`src/sv/biou_pkg.sv`:
```
// ----------------------------------------------------------------------------
// biou_pkg
// Shared constants and types for the box IoU pipeline.
// ----------------------------------------------------------------------------
package biou_pkg;

    localparam int FIELD_W    = 16;
    localparam int NUM_FIELDS = 8;
    localparam int S_TDATA_W  = FIELD_W * NUM_FIELDS;
    localparam int RATIO_W    = 17;
    localparam int M_TDATA_W  = 24;
    localparam int QUO_BITS   = 17;

    localparam logic [RATIO_W-1:0] THR_RESET = 17'd32768;

    typedef struct packed {
        logic vld;
        logic zero;
    } t_ctl;

endpackage

```
`src/sv/biou_div.sv`:
```
// ----------------------------------------------------------------------------
// biou_div
// Pipelined restoring divider, one quotient bit per stage.
// ----------------------------------------------------------------------------
module biou_div #(
    parameter int CW = 16
) (
    input  logic                          i_clk,
    input  logic                          i_rst_n,
    input  logic                          i_en,
    input  biou_pkg::t_ctl                i_ctl,
    input  logic [2*CW+1:0]               i_inter,
    input  logic [2*CW+2:0]               i_uni,
    output biou_pkg::t_ctl                o_ctl,
    output logic [biou_pkg::QUO_BITS-1:0] o_quo
);
    import biou_pkg::*;

    localparam int UW = 2 * CW + 3;
    localparam int RW = UW + 1;

    t_ctl                r_ctl [QUO_BITS];
    logic [QUO_BITS-1:0] r_quo [QUO_BITS];
    logic [UW-1:0]       r_rem [QUO_BITS-1];
    logic [UW-1:0]       r_uni [QUO_BITS-1];

    for (genvar k = 0; k < QUO_BITS; k++) begin : g_stage
        logic [RW-1:0]       rin;
        logic [UW-1:0]       uin;
        logic [QUO_BITS-1:0] qin;
        t_ctl                cin;
        logic                ge;

        if (k == 0) begin : g_first
            assign rin = RW'(i_inter);
            assign uin = i_uni;
            assign qin = '0;
            assign cin = i_ctl;
        end else begin : g_next
            assign rin = {r_rem[k-1], 1'b0};
            assign uin = r_uni[k-1];
            assign qin = r_quo[k-1];
            assign cin = r_ctl[k-1];
        end

        assign ge = (rin >= {1'b0, uin});

        always_ff @(posedge i_clk) begin
            if (!i_rst_n) begin
                r_ctl[k].vld <= 1'b0;
            end else if (i_en) begin
                r_ctl[k] <= cin;
            end
        end

        always_ff @(posedge i_clk) begin
            if (i_en) begin
                r_quo[k] <= {qin[QUO_BITS-2:0], ge};
            end
        end

        if (k < QUO_BITS - 1) begin : g_rem
            always_ff @(posedge i_clk) begin
                if (i_en) begin
                    r_rem[k] <= ge ? UW'(rin - {1'b0, uin}) : UW'(rin);
                    r_uni[k] <= uin;
                end
            end
        end
    end

    assign o_ctl = r_ctl[QUO_BITS-1];
    assign o_quo = r_quo[QUO_BITS-1];

endmodule

```
`config.mk`:
```
export PLATFORM = sky130hd
export DESIGN_NAME = biou_div
export DESIGN_NICKNAME = d
export VERILOG_FILES = /design/src/sv/biou_pkg.sv /design/src/sv/biou_div.sv
export SDC_FILE = /design/constraint.sdc
export NUM_CORES = 2
export LEC_CHECK = 0
export ABC_AREA = 1
export BUFFER_PORTS_ARGS = -buffer_cell sky130_fd_sc_hd__buf_2
export CORE_UTILIZATION = 40
export DETAILED_ROUTE_END_ITERATION = 6
export PLACE_DENSITY = 0.63
export SLEW_MARGIN = 10
export SYNTH_ARGS = -nofsm -noshare
export SYNTH_HDL_FRONTEND = slang
export SYNTH_SLANG_ARGS = --single-unit
```
`constraint.sdc`:
```
create_clock -name i_clk -period 4.72 [get_ports i_clk]
set_input_delay 0.472 -clock i_clk [delete_from_list [all_inputs] [get_ports i_clk]]
set_output_delay 0.472 -clock i_clk [all_outputs]
set_load 0.03 [all_outputs]
```
; ---- After elaboration in Yosys (flattened, before gate mapping)
; Memories as Yosys holds them, arrays and structs flattened.
; Index checks and enable logic that the tools add are counted.
[word_totals]
ff_bits = 0
latch_bits = 0
ram_bits = 1443
mem_bits_ro = 0
in_bits = 74
memories = 4
[mem_list]
columns = name, words, word_bits, read_ports, rd_clocked_by_memory_dff, write_ports, line
row1 = r_rem, 16, 35, 16, 0, 16, biou_div.sv:24  ; logic [UW-1:0] r_rem [QUO_BITS-1];
row2 = r_uni, 16, 35, 16, 0, 16, biou_div.sv:25  ; logic [UW-1:0] r_uni [QUO_BITS-1];
row3 = r_quo, 17, 17, 17, 0, 17, biou_div.sv:23  ; logic [QUO_BITS-1:0] r_quo [QUO_BITS];
row4 = r_ctl, 17, 2, 17, 0, 17, biou_div.sv:22  ; t_ctl r_ctl [QUO_BITS];
[classes]
add_sub_neg = 16
n_mul = 0
n_div = 0
magnitude_cmp = 17
n_eq_ne = 0
shift = 0
n_mux = 38
bitwise_logic = 17
n_reduce_logical = 0
[op_table]
columns = cell, count
row1 = $ge 36x35->1, 16
row2 = $mux 35, 16
row3 = $sub 35x35->35, 15
row4 = $ge 34x35->1, 1
row5 = $sub 34x35->35, 1
row6 = $mux 1, 22
row7 = $or 1x1->1, 17

; ---- Longest topological paths before layout
[logic_depth]
word_depth = 4
mapped_depth = 16

; ---- Least setup slack after synthesis
; OpenSTA, ideal clock, no wires.
[synth_path]
kind = reg2reg
startpoint = memory r_rem[1][0] (netlist bit)
endpoint = memory r_rem[1][58] (netlist bit) (data pin)
setup_ns = 0.253
arrival_time_ns = 1.882
required_ns = 4.467
slack_ns = 2.585
stages_incl_launch_ff = 13
path_buffers = 1
period_less_slack_ns = 2.135
path_cell_list = edfxtp_1 > fa_1 > nand3_2 > nand3_1 > nand3_2 > nand3b_2 > nand2_2 > nand2_1 > nand2_2 > nand2_4 > buf_4 > nand3_1 > nand2_1
[synth_lines]
columns = item, line
row1 = "start, declared", biou_div.sv:24

==> impl_metrics.toml <==
[worst_setup_path]
worstPathArrival_ps = 3740
path_buf_inv = 1
crit_top_cell = "nand2_1"
cp_max_fo = 36
path_delay_family = "simple AND/OR/NAND/NOR gates"
path_cells = "ha_1, nand2_1, nor2_2, nand2_1, nor2_1, nand2_1, nand2_1, a21oi_1, nand2_4, inv_4, nand2_1, nand2_1"
worst_path_max_delay_cell = "edfxtp_1"
end_kind = "register"
path_class = "register to register"
cp_slowest_stage_delay_ps = 460
path_depth = 12
start_kind = "register"
reg2reg_depth = 12
cp_data_required_time_ps = 5260

[yosys]
ys_warn_count = 0
async_flop_share_pct = 0
synth_simple_gate_area_share_pct = 30.87
synth_common_cells = "nand2_1, inv_1, edfxtp_1"
synth_edf_count = 1306
synth_cell_type_count = 41
synth_mux_area_share_pct = 0
synth_top_family_by_area = "simple AND/OR/NAND/NOR gates"
yosys.area.top_type = "edfxtp_1"
ys_seq_area_share_pct = 43.41
synthAdderAreaFrac_pct = 8.563
ys_ff_latch = 1307
syn_nets = 12703
synth_area_mm2 = 0.09039
synth_top_cell_area_share_pct = 43.39
synth.most_common_cell = "nand2_1"
ys.flop_type = "edfxtp_1"
avgSynthCellArea_um2 = 7.520
synth_cells = 12020
synthTopCellsByArea = "edfxtp_1, nand2_1, inv_1, ha_1, nor2_1"
synth_xor_area_share_pct = 2.781
synth_compound_area_share_pct = 3.962

[power_and_ir_drop]
power_frac_clock_pct = 18.7
intPower_mw = 34.21
p_sw_share_pct = 46.33
power_density_mw_per_mm2 = 639.5
p_comb_share_pct = 50.1
ir_drop_v = 0.0004179
total_power_mw = 63.75
seq_power_share_pct = 31.2
switchingPower_mw = 29.54
p_leak_nw = 50.71

[grt]
grt_pass1_vias = 71759
grt_pass1_wl_um = 421800
antenna_found_initial = 4
grt.overflow.total = 0
grt_usage_pct = 23.82
grt_max_degree = 184

[die]
rows = 174
die_h_um = 477.4
ios = 93
die_w_um = 477.4
die_area_mm2 = 0.2279
coreArea_mm2 = 0.2247
start_util_pct = 40.23

[route]
dr.pass1.iters = 7
vias_per_cell = 4.919
dr_total_vias = 75615
ant_nets = 0
drc_errors = 0
drt_iter0_drc = 6787
wl_per_cell_um = 17.92
drt-total-wl_um = 275500

[sta]
slew_headroom_pct = 29.52
worstMarginPinSlew_ps = 1057
rsz0062_at_grt = "false"
finClkSkew_ps = 49.02
final.setup.tns_ps = 0
finalCriticalPeriod_ps = 3196
setup_viol = 0
timing.final.crit_share_pct = 67.72
maxSlewViolCount = 0
fin_hold_ws_ps = 60.76
hold_viol = 0
fmax_mhz = 312.8

[clock_network]
insertion_delay_ps = 820
cts_root_buf = "clkbuf_16"
cts_tree = "built"
cts_resized = 0
cts_buffers = 153
worst_setup_hold_path_clk_slew_ps = 60
clockBufferDepth = 3
cts.sinks = 1307
htreeDepth = 4

[run_status]
outcome = "finished clean"

[flow_run]
drv_cap = 0

[finish]
fin_cells = 15373
finish.utilization_pct = 44.37
syn_to_final_growth_pct = 10.29
num-nets-final = 12944
drive_gt1_share_pct = 4.596

[placement]
dpl.cell_count = 15029
port_buffers = 92
hpwl_um = 222400
gp_congestion = 0.9632

[min_path]
min_path_cells = 3
min-delay-path-class = "input port to register"
==> final cells by class <==
type | count | area (um2)
Fill cell | 22930 | 125000
Multi-Input combinational cell | 8362 | 41730
Sequential cell | 1307 | 39240
Inverter | 2253 | 8494
Clock buffer | 173 | 3904
Tap cell | 2992 | 3744
Timing Repair Buffer | 184 | 1426
Clock inverter | 101 | 1146
Antenna cell | 1 | 2.502
==> timing repair <==
action	CTS	global route
setup buffers	0	0
hold endpoints to repair	69	0
hold buffers	69	0
==> path summary, 6_finish.rpt <==
path                                    start       endpoint  slack (ps)
worst max-delay path            r_rem[0][117]  r_rem[0][144]        1520
worst min-delay path              i_inter[26]   r_rem[0][26]          60
worst max register to register  r_rem[0][117]  r_rem[0][144]        1520
worst min register to register    r_ctl[3][0]    r_ctl[4][0]         390
==> registers in the layout (all words and copies together) (netlist names) <==
name and cells:
r_ctl 34, r_uni 560, r_rem 560, r_quo 153
==> through the flow <==
| step | setup slack [ps] | area (um2) |
|---|---|---|
| floorplan | 2585 | 90390 |
| global placement | 1628 | 93940 |
| detailed placement | 1596 | 93940 |
| CTS | 1617 | 99680 |
| finish | 1524 | 99690 |
| global route | 1361 | 99680 |
==> metal layers <==
| metal | vias up | routed length [um] | global-route usage, % |
|---|---|---|---|
| li1 | 38258 | - | - |
| met1 | 34691 | 123100 | 31.96 |
| met2 | 2196 | 128500 | 40.12 |
| met3 | 468 | 14540 | 2.503 |
| met4 | 2 | 9318 | 7.543 |
| met5 | - | 13 | 0 |
==> cells in the final DEF (no fill, tap or decap), types with 78 or more instances in the layout <==
cell type     n
nand2_1    4838
buf_2        91
nand4_1      82
o21bai_1     78
nor2_1      896
nand3_1     580
o21ai_0     140
ha_1        593
inv_1      2229
nand3b_1     97
nor2_2       81
a21oi_1     428
xor2_1      272
edfxtp_1   1306
clkbuf_16   153
==> worst reg2reg max path: cells and delay by family, from the launching register on <==
family	cells	cell delay, ps
AOI/OAI and AO/OA	1	90
adders and majority gates	1	390
buffers and inverters	1	310
DFF	1	460
and+or+nand+nor	9	1660
==> logic make-up after synthesis <==
| kind of cell | count (synthesis) |
|---|---|
| fa+ha+maj | 609 |
| buf+inv | 2351 |
| xor+xnor | 287 |
| simple gates | 6801 |
| compound gates | 665 |
| flops | 1307 |
==> power groups by stage <==
| stage | combinational, mW | sequential, mW | clock (mW) |
|---|---|---|---|
| 6_report | 31.9 | 19.9 | 11.9 |
| 5_1_grt | 36.1 | 20.1 | 12.6 |
| 4_1_cts | 31.6 | 19.9 | 12.2 |
| 3_5_place_dp | 31.4 | 20.1 | 0 |
| 3_3_place_gp | 31.3 | 20.2 | 0 |
| 2_1_floorplan | 23.8 | 18.4 | 0 |
Power figures use the tool's default switching activity.
