### config.mk
export PLATFORM = sky130hd
export DESIGN_NAME = biou_geom
export DESIGN_NICKNAME = d
export VERILOG_FILES = /design/src/sv/biou_pkg.sv /design/src/sv/biou_geom.sv
export SDC_FILE = /design/constraint.sdc
export NUM_CORES = 2
export LEC_CHECK = 0
export BUFFER_PORTS_ARGS = -buffer_cell sky130_fd_sc_hd__buf_4
export CORE_MARGIN = 3
export CORE_UTILIZATION = 45
export DETAILED_ROUTE_END_ITERATION = 12
export SLEW_MARGIN = 5
export SYNTH_ARGS = -nofsm -noshare
export SYNTH_HDL_FRONTEND = slang
export SYNTH_SLANG_ARGS = --single-unit
### constraint.sdc
create_clock -name i_clk -period 8 [get_ports i_clk]
set_input_delay 0 -clock i_clk [delete_from_list [all_inputs] [get_ports i_clk]]
set_output_delay 0 -clock i_clk [all_outputs]
set_load 0.05 [all_outputs]
### src/sv/biou_pkg.sv
// ----------------------------------------------------------------------------
// biou_pkg
// Shared constants and types for the box IoU pipeline.
// ----------------------------------------------------------------------------
package biou_pkg;

    localparam int FIELD_W    = 16;
    localparam int NUM_FIELDS = 8;
    localparam int S_TDATA_W  = FIELD_W * NUM_FIELDS;
    localparam int RATIO_W    = 17;
    localparam int M_TDATA_W  = 24;
    localparam int QUO_BITS   = 17;

    localparam logic [RATIO_W-1:0] THR_RESET = 17'd32768;

    typedef struct packed {
        logic vld;
        logic zero;
    } t_ctl;

endpackage

### src/sv/biou_geom.sv
// ----------------------------------------------------------------------------
// biou_geom
// Corner, overlap, area and union stages of the box IoU pipeline.
// ----------------------------------------------------------------------------
module biou_geom #(
    parameter int CW = 16
) (
    input  logic                          i_clk,
    input  logic                          i_rst_n,
    input  logic                          i_en,
    input  logic                          i_vld,
    input  logic [biou_pkg::S_TDATA_W-1:0] i_data,
    output biou_pkg::t_ctl                o_ctl,
    output logic [2*CW+1:0]               o_inter,
    output logic [2*CW+2:0]               o_uni
);
    import biou_pkg::*;

    logic [CW-1:0]        c1 [2];
    logic [CW-1:0]        s1 [2];
    logic [CW-1:0]        c2 [2];
    logic [CW-1:0]        s2 [2];
    logic signed [CW+2:0] lo1 [2];
    logic signed [CW+2:0] hi1 [2];
    logic signed [CW+2:0] lo2 [2];
    logic signed [CW+2:0] hi2 [2];
    logic signed [CW+2:0] n1_lo [2];
    logic signed [CW+2:0] n1_hi [2];
    logic signed [CW+2:0] dif [2];
    logic [CW:0]          n2_ov [2];

    logic                 r1_vld, r2_vld, r3_vld, r4_vld;
    logic signed [CW+2:0] r1_lo [2];
    logic signed [CW+2:0] r1_hi [2];
    logic [CW-1:0]        r1_ah, r1_aw, r1_th, r1_tw;
    logic [CW:0]          r2_ov [2];
    logic [2*CW-1:0]      r2_area_a, r2_area_t;
    logic [2*CW+1:0]      r3_inter;
    logic [2*CW+2:0]      r3_sum;
    logic [2*CW+1:0]      r4_inter;
    logic [2*CW+2:0]      r4_uni;
    logic                 r4_zero;

    assign c1[0] = i_data[0*FIELD_W +: CW];
    assign c1[1] = i_data[1*FIELD_W +: CW];
    assign s1[0] = i_data[2*FIELD_W +: CW];
    assign s1[1] = i_data[3*FIELD_W +: CW];
    assign c2[0] = i_data[4*FIELD_W +: CW];
    assign c2[1] = i_data[5*FIELD_W +: CW];
    assign s2[0] = i_data[6*FIELD_W +: CW];
    assign s2[1] = i_data[7*FIELD_W +: CW];

    always_comb begin
        for (int a = 0; a < 2; a++) begin
            lo1[a]   = $signed({2'b00, c1[a], 1'b0}) - $signed({3'b000, s1[a]});
            hi1[a]   = $signed({2'b00, c1[a], 1'b0}) + $signed({3'b000, s1[a]});
            lo2[a]   = $signed({2'b00, c2[a], 1'b0}) - $signed({3'b000, s2[a]});
            hi2[a]   = $signed({2'b00, c2[a], 1'b0}) + $signed({3'b000, s2[a]});
            n1_lo[a] = (lo1[a] > lo2[a]) ? lo1[a] : lo2[a];
            n1_hi[a] = (hi1[a] < hi2[a]) ? hi1[a] : hi2[a];
            dif[a]   = r1_hi[a] - r1_lo[a];
            n2_ov[a] = (dif[a] > 0) ? dif[a][CW:0] : '0;
        end
    end

    always_ff @(posedge i_clk) begin
        if (!i_rst_n) begin
            r1_vld  <= 1'b0;
            r2_vld  <= 1'b0;
            r3_vld  <= 1'b0;
            r4_vld  <= 1'b0;
        end else if (i_en) begin
            r1_vld  <= i_vld;
            r2_vld  <= r1_vld;
            r3_vld  <= r2_vld;
            r4_vld  <= r3_vld;
        end
    end

    always_ff @(posedge i_clk) begin
        if (i_en) begin
            r1_lo     <= n1_lo;
            r1_hi     <= n1_hi;
            r1_ah     <= s1[0];
            r1_aw     <= s1[1];
            r1_th     <= s2[0];
            r1_tw     <= s2[1];
            r2_ov     <= n2_ov;
            r2_area_a <= r1_ah * r1_aw;
            r2_area_t <= r1_th * r1_tw;
            r3_inter  <= r2_ov[0] * r2_ov[1];
            r3_sum    <= {1'b0, r2_area_a, 2'b00} + {1'b0, r2_area_t, 2'b00};
            r4_inter  <= r3_inter;
            r4_uni    <= r3_sum - {1'b0, r3_inter};
            r4_zero   <= (r3_sum == {1'b0, r3_inter});
        end
    end

    assign o_ctl   = '{vld: r4_vld, zero: r4_zero};
    assign o_inter = r4_inter;
    assign o_uni   = r4_uni;

endmodule

Word level (Yosys, flattened, before mapping)

Cells that the tools add are included.
W data, S select, Z words.

Add/sub/neg operators: 12
Multiply operators: 3
Div/mod/pow operators: 0
Magnitude comparators: 6
Equal/unequal tests: 1
Shifts and indexed selects: 0
Mux-type cells: 4
Bitwise operators: 0
Reductions and logical operators: 0

Operators with widths:

| operator              | count |
|---|---|
| $add A17 B16 Y18      | 4 |
| $sub A17 B16 Y18      | 4 |
| $mul A16 B16 Y32      | 2 |
| $gt A19 B1 Y1 const B | 2 |
| $mux W19              | 2 |
| $sub A19 B19 Y19      | 2 |
| $gt A18 B18 Y1        | 2 |
| $lt A18 B18 Y1        | 2 |
| $mux W18              | 2 |
| $add A34 B34 Y35      | 1 |
| $eq A35 B34 Y1        | 1 |
| $sub A35 B34 Y35      | 1 |
| $mul A17 B17 Y34      | 1 |

Register bits after elaboration: 381
Bits in latches: 0
Memory bits (writable): 0
Bits in read-only memories: 0
Bits of input ports: 132
Output and inout bits: 71
Word-level logic and storage cells: 47
Memories kept: 0

Depth between registers and ports, before layout

Word-level depth: 3
Depth in mapped cells: 25
Depth with buffers taken out: 24

Worst setup path after synthesis

Ideal clock, no wire load.

Kind: reg2reg
Start: register r1_ah[11]
End: register r2_area_a[30] (data pin)
Setup time: 0.258 ns
Arrival time: 5.981 ns
Required time: 7.742 ns
Slack: 1.761 ns
Cell stages (with the launch flop): 22
Path buffers: 1
Period minus slack after synthesis: 6.239 ns
Cell sequence: edfxtp_1 -> clkbuf_1 -> nand2_1 -> fa_1 -> fa_1 -> fa_1 -> inv_1 -> fa_1 -> fa_1 -> inv_1 -> fa_1 -> inv_1 -> ha_1 -> or3_1 -> o31ai_2 -> o21ai_2 -> a41oi_2 -> o221ai_2 -> a311o_1 -> a21o_1 -> a21oi_2 -> xnor2_1

Word-level cells in the longest chain between the ends: 1

RTL lines:

| what                   | RTL line        | source |
|---|---|---|
| start, declared        | biou_geom.sv:35 | `logic [CW-1:0] r1_ah, r1_aw, r1_th, r1_tw;` |
| start signal, assigned | biou_geom.sv:84 | `r1_ah <= s1[0];` |
| $mul A16 B16 Y32       | biou_geom.sv:89 | `r2_area_a <= r1_ah * r1_aw;` |
| end signal, assigned   | biou_geom.sv:89 |  |
| end, declared          | biou_geom.sv:37 | `logic [2*CW-1:0] r2_area_a, r2_area_t;` |

Every way passes these cells.
A chain may end at the register's enable or synchronous reset.

Worst setup path in the final report

Start: register r1_ah[8]
End: register r2_area_a[30] (data pin)

Same word-level chain as after synthesis.

==> results_dict.tcl <==
set metrics [dict create \
    crit_family "adder cells" \
    r2r_start "r1_ah[8]$_DFFE_PP_" \
    setup_tns_ns 0 \
    finalCritPeriodShare_pct 84.8 \
    num_rows 121 \
    ys_async_sr_fraction_pct 0 \
    cts_resized 0 \
    finalSetupViolCount 0 \
    drt_iter0_drc 2413 \
    path_clk_slew_ns 0.06 \
    min-delay-path-class "primary input to flop" \
    grt_pass1_wl_um 213000 \
    cp.arrival_ns 7.16 \
    wl_met2_um 63100 \
    synth_warnings 0 \
    cp_slowest_stage_delay_ns 0.64 \
    cts_buffers 47 \
    ys_seq_area_share_pct 22.3 \
    worst-setup-path-type "flop to flop" \
    die_w_um 340 \
    start_kind "flop" \
    tightest_slew_ns 1.19 \
    fin_skew_ns 0.0212 \
    worst-path-buf-inv 4 \
    post_drt_wl_per_cell_um 19.3 \
    fin_crit_ns 6.78 \
    post-dp-hpwl_um 110000 \
    core_mm2 0.110 \
    areaGrowthSynthToFinish_pct 10.6 \
    wl_um 134000 \
    grt_max_degree 161 \
    hold_path.startpoint "i_data[94]" \
    netlist_instances 5212 \
    hold_violations 0 \
    syn_nets 6574 \
    drcViolationCount 0 \
    cp.required_ns 8.37 \
    cap_violations 0 \
    die_h_um 340 \
    syn_area_mm2 0.0501 \
    fmax_mhz 147 \
    initial_core_util_pct 45.7 \
    ys_ff_latch 374 \
    port-buffer-count 202 \
    drv_slew 0 \
    relSlewSlack_pct 21.0 \
    crit_slowest_cell "edfxtp_1" \
    wl_met1_um 58800 \
    first_pass_iters 8 \
    postRouteAntennaNets 0 \
    cts_setup_buffers 0 \
    antenna_found_initial 8 \
    track_usage_pct 23.7 \
    ys.flop_type "edfxtp_1" \
    nets 6786 \
    fillers 10300 \
    htree_levels 2 \
    critPathLaunch "r1_ah[8]$_DFFE_PP_" \
    vias 36300 \
    syn_avg_cell_area_um2 9.62 \
    via_per_inst 5.24 \
    cts_hold_buffers 80 \
    synth_edf_count 370 \
    critPathMaxFanout 16 \
    synth_cell_types 80 \
    status "finished clean" \
    pin_count 203 \
    wl_met3_um 6010 \
    path_cells "and2_1 -> fa_1 -> inv_1 -> fa_1 -> fa_1 -> inv_1 -> fa_1 -> fa_1 -> inv_1 -> fa_1 -> inv_1 -> ha_1 -> or3_1 -> o31ai_2 -> o21ai_2 -> a41oi_2 -> o221ai_2 -> a311o_1 -> a21o_1 -> a21oi_2 -> xnor2_1" \
    die-area_mm2 0.115 \
    rsz0062_at_grt "false" \
    cts.path.max_buffers 3 \
    grt_overflow 0 \
    cp-end-kind "flop" \
    cts.sinks 374 \
    cts_root_buf "clkbuf_16" \
    cp_common_cell "fa_1" \
    top_layer_used "met5" \
    grt_pass1_vias 37900 \
    drive_above_1_share_pct 6.04 \
    cts_tree "done" \
    clk_latency_ns 0.63 \
    place.gp.congestion 0.880 \
]
per-stage QoR:
step / setup slack, ns / instances / util (%) / hold WS [ns] / cell area [um2]
floorplan: 1.76 / 5212 / - / 0.0989 / 50100
global placement: 1.28 / 6771 / 48.4 / 0.213 / 53100
detailed placement: 1.24 / 6771 / 48.4 / 0.210 / 53100
CTS: 1.22 / 6939 / 50.5 / 0.00128 / 55500
global route: 0.810 / 6939 / 50.5 / 0.0508 / 55500
finish: 1.22 / 6940 / 50.5 / 0.0505 / 55500
synth_stat cells (5+ instances only):
| master | count | share of area, % |
|---|---|---|
| ha_1 | 607 | 15 |
| nor3_1 | 54 | 0.54 |
| o21ai_0 | 109 | 1.1 |
| nand3_1 | 27 | 0.27 |
| and3_1 | 16 | 0.20 |
| o21bai_1 | 42 | 0.63 |
| a2111oi_0 | 9 | 0.16 |
| a211o_1 | 5 | 0.087 |
| o31ai_1 | 16 | 0.24 |
| nand4_1 | 24 | 0.30 |
| buf_2 | 6 | 0.060 |
| or2_2 | 10 | 0.12 |
| and2_1 | 374 | 4.7 |
| nor2_1 | 210 | 1.6 |
| nor4_1 | 12 | 0.15 |
| a21o_1 | 112 | 1.7 |
| o21a_1 | 46 | 0.69 |
| o41ai_1 | 8 | 0.14 |
| xor2_1 | 69 | 1.2 |
| xnor2_1 | 194 | 3.4 |
| nor2b_1 | 46 | 0.57 |
| a21boi_1 | 5 | 0.075 |
| mux2_2 | 14 | 0.31 |
| a21boi_0 | 10 | 0.15 |
| nand2b_1 | 61 | 0.76 |
| mux2i_1 | 37 | 0.74 |
| and4_1 | 7 | 0.12 |
| edfxtp_1 | 370 | 22 |
| or3_1 | 17 | 0.21 |
| o211ai_1 | 15 | 0.22 |
| nand2_1 | 528 | 4.0 |
| a211oi_1 | 23 | 0.34 |
| a31oi_1 | 26 | 0.32 |
| o221ai_1 | 5 | 0.087 |
| clkbuf_1 | 126 | 0.94 |
| a21oi_1 | 258 | 2.6 |
| fa_1 | 623 | 25 |
| o21ai_1 | 33 | 0.33 |
| inv_1 | 978 | 7.3 |
| nor3b_1 | 5 | 0.075 |
placed cells by master, fill, tap and decap left out, drive strengths merged, types with 26 or more instances in the layout:
master,count
o21a,46
a21oi,259
a21o,112
nand2,528
o21ai,143
and2,375
nor2,210
inv,983
xnor2,195
a31oi,26
mux2i,37
o21bai,42
nand2b,61
clkbuf,58
buf,221
ha,607
dlygate4sd3,80
nor3,54
fa,623
xor2,69
nor2b,46
nand3,27
edfxtp,370
kinds of logic (layout without fill, tap and decap cells):
group | Yosys count | count (layout) | share of synthesized area (%)
AO/OA/AOI/OAI | 773 | 773 | 9.82
XOR/XNOR | 264 | 264 | 4.63
adder cells (fa/ha/maj) | 1230 | 1230 | 40.0
buffers and inverters | 1116 | 1367 | 8.40
flip-flops | 374 | 374 | 22.3
multiplexers | 52 | 52 | 1.08
other | 0 | 1 | 0
AND/OR/NAND/NOR | 1403 | 1403 | 13.7
metal layers:
metal	GRT usage (%)	vias to the layer above
met3	2.78	202
met4	9.34	2
met1	31.5	18000
met2	39.6	923
li1	-	17300
met5	0	-
worst paths after layout:
path                             endpoint  slack (ns)  depth (start not counted)
setup reg to reg  r2_area_a[30]$_DFFE_PP_        1.22                         21
setup / recovery  r2_area_a[30]$_DFFE_PP_        1.22                         21
hold reg to reg      o_inter[8]$_DFFE_PP_        0.46                          0
hold / removal        r1_lo[17]$_DFFE_PP_        0.05                          5
worst reg2reg max path, cell delays in order (launching register included):
cell and delay, ns:
edfxtp_1 0.64, and2_1 0.30, fa_1 0.53, inv_1 0.05, fa_1 0.48, fa_1 0.52
inv_1 0.05, fa_1 0.50, fa_1 0.49, inv_1 0.05, fa_1 0.47, inv_1 0.04
ha_1 0.21, or3_1 0.36, o31ai_2 0.40, o21ai_2 0.16, a41oi_2 0.32, o221ai_2 0.15
a311o_1 0.39, a21o_1 0.20, a21oi_2 0.14, xnor2_1 0.07
registers in the layout, summed over array words and instances, names as in the netlist, 32 cells and up:
signal,count
r1_hi,36
r2_area_a,32
r3_sum,33
r3_inter,34
o_uni,34
r2_area_t,32
r1_lo,36
r2_ov,34
o_inter,34
cell type report:
class	instances	area, um2	share of cell area (%)
diodes	1	2.50	0.00451
multi-input cells	3722	34700	62.6
repair buffers	301	2480	4.47
flip-flops and latches	374	11200	20.2
clock buffers	58	1220	2.20
well taps	1476	1850	3.33
clock inverters	30	307	0.553
inverters	978	3670	6.62
Power is not shown: default switching activity piles up to over one toggle a cycle in this logic, so the estimate is an artifact.
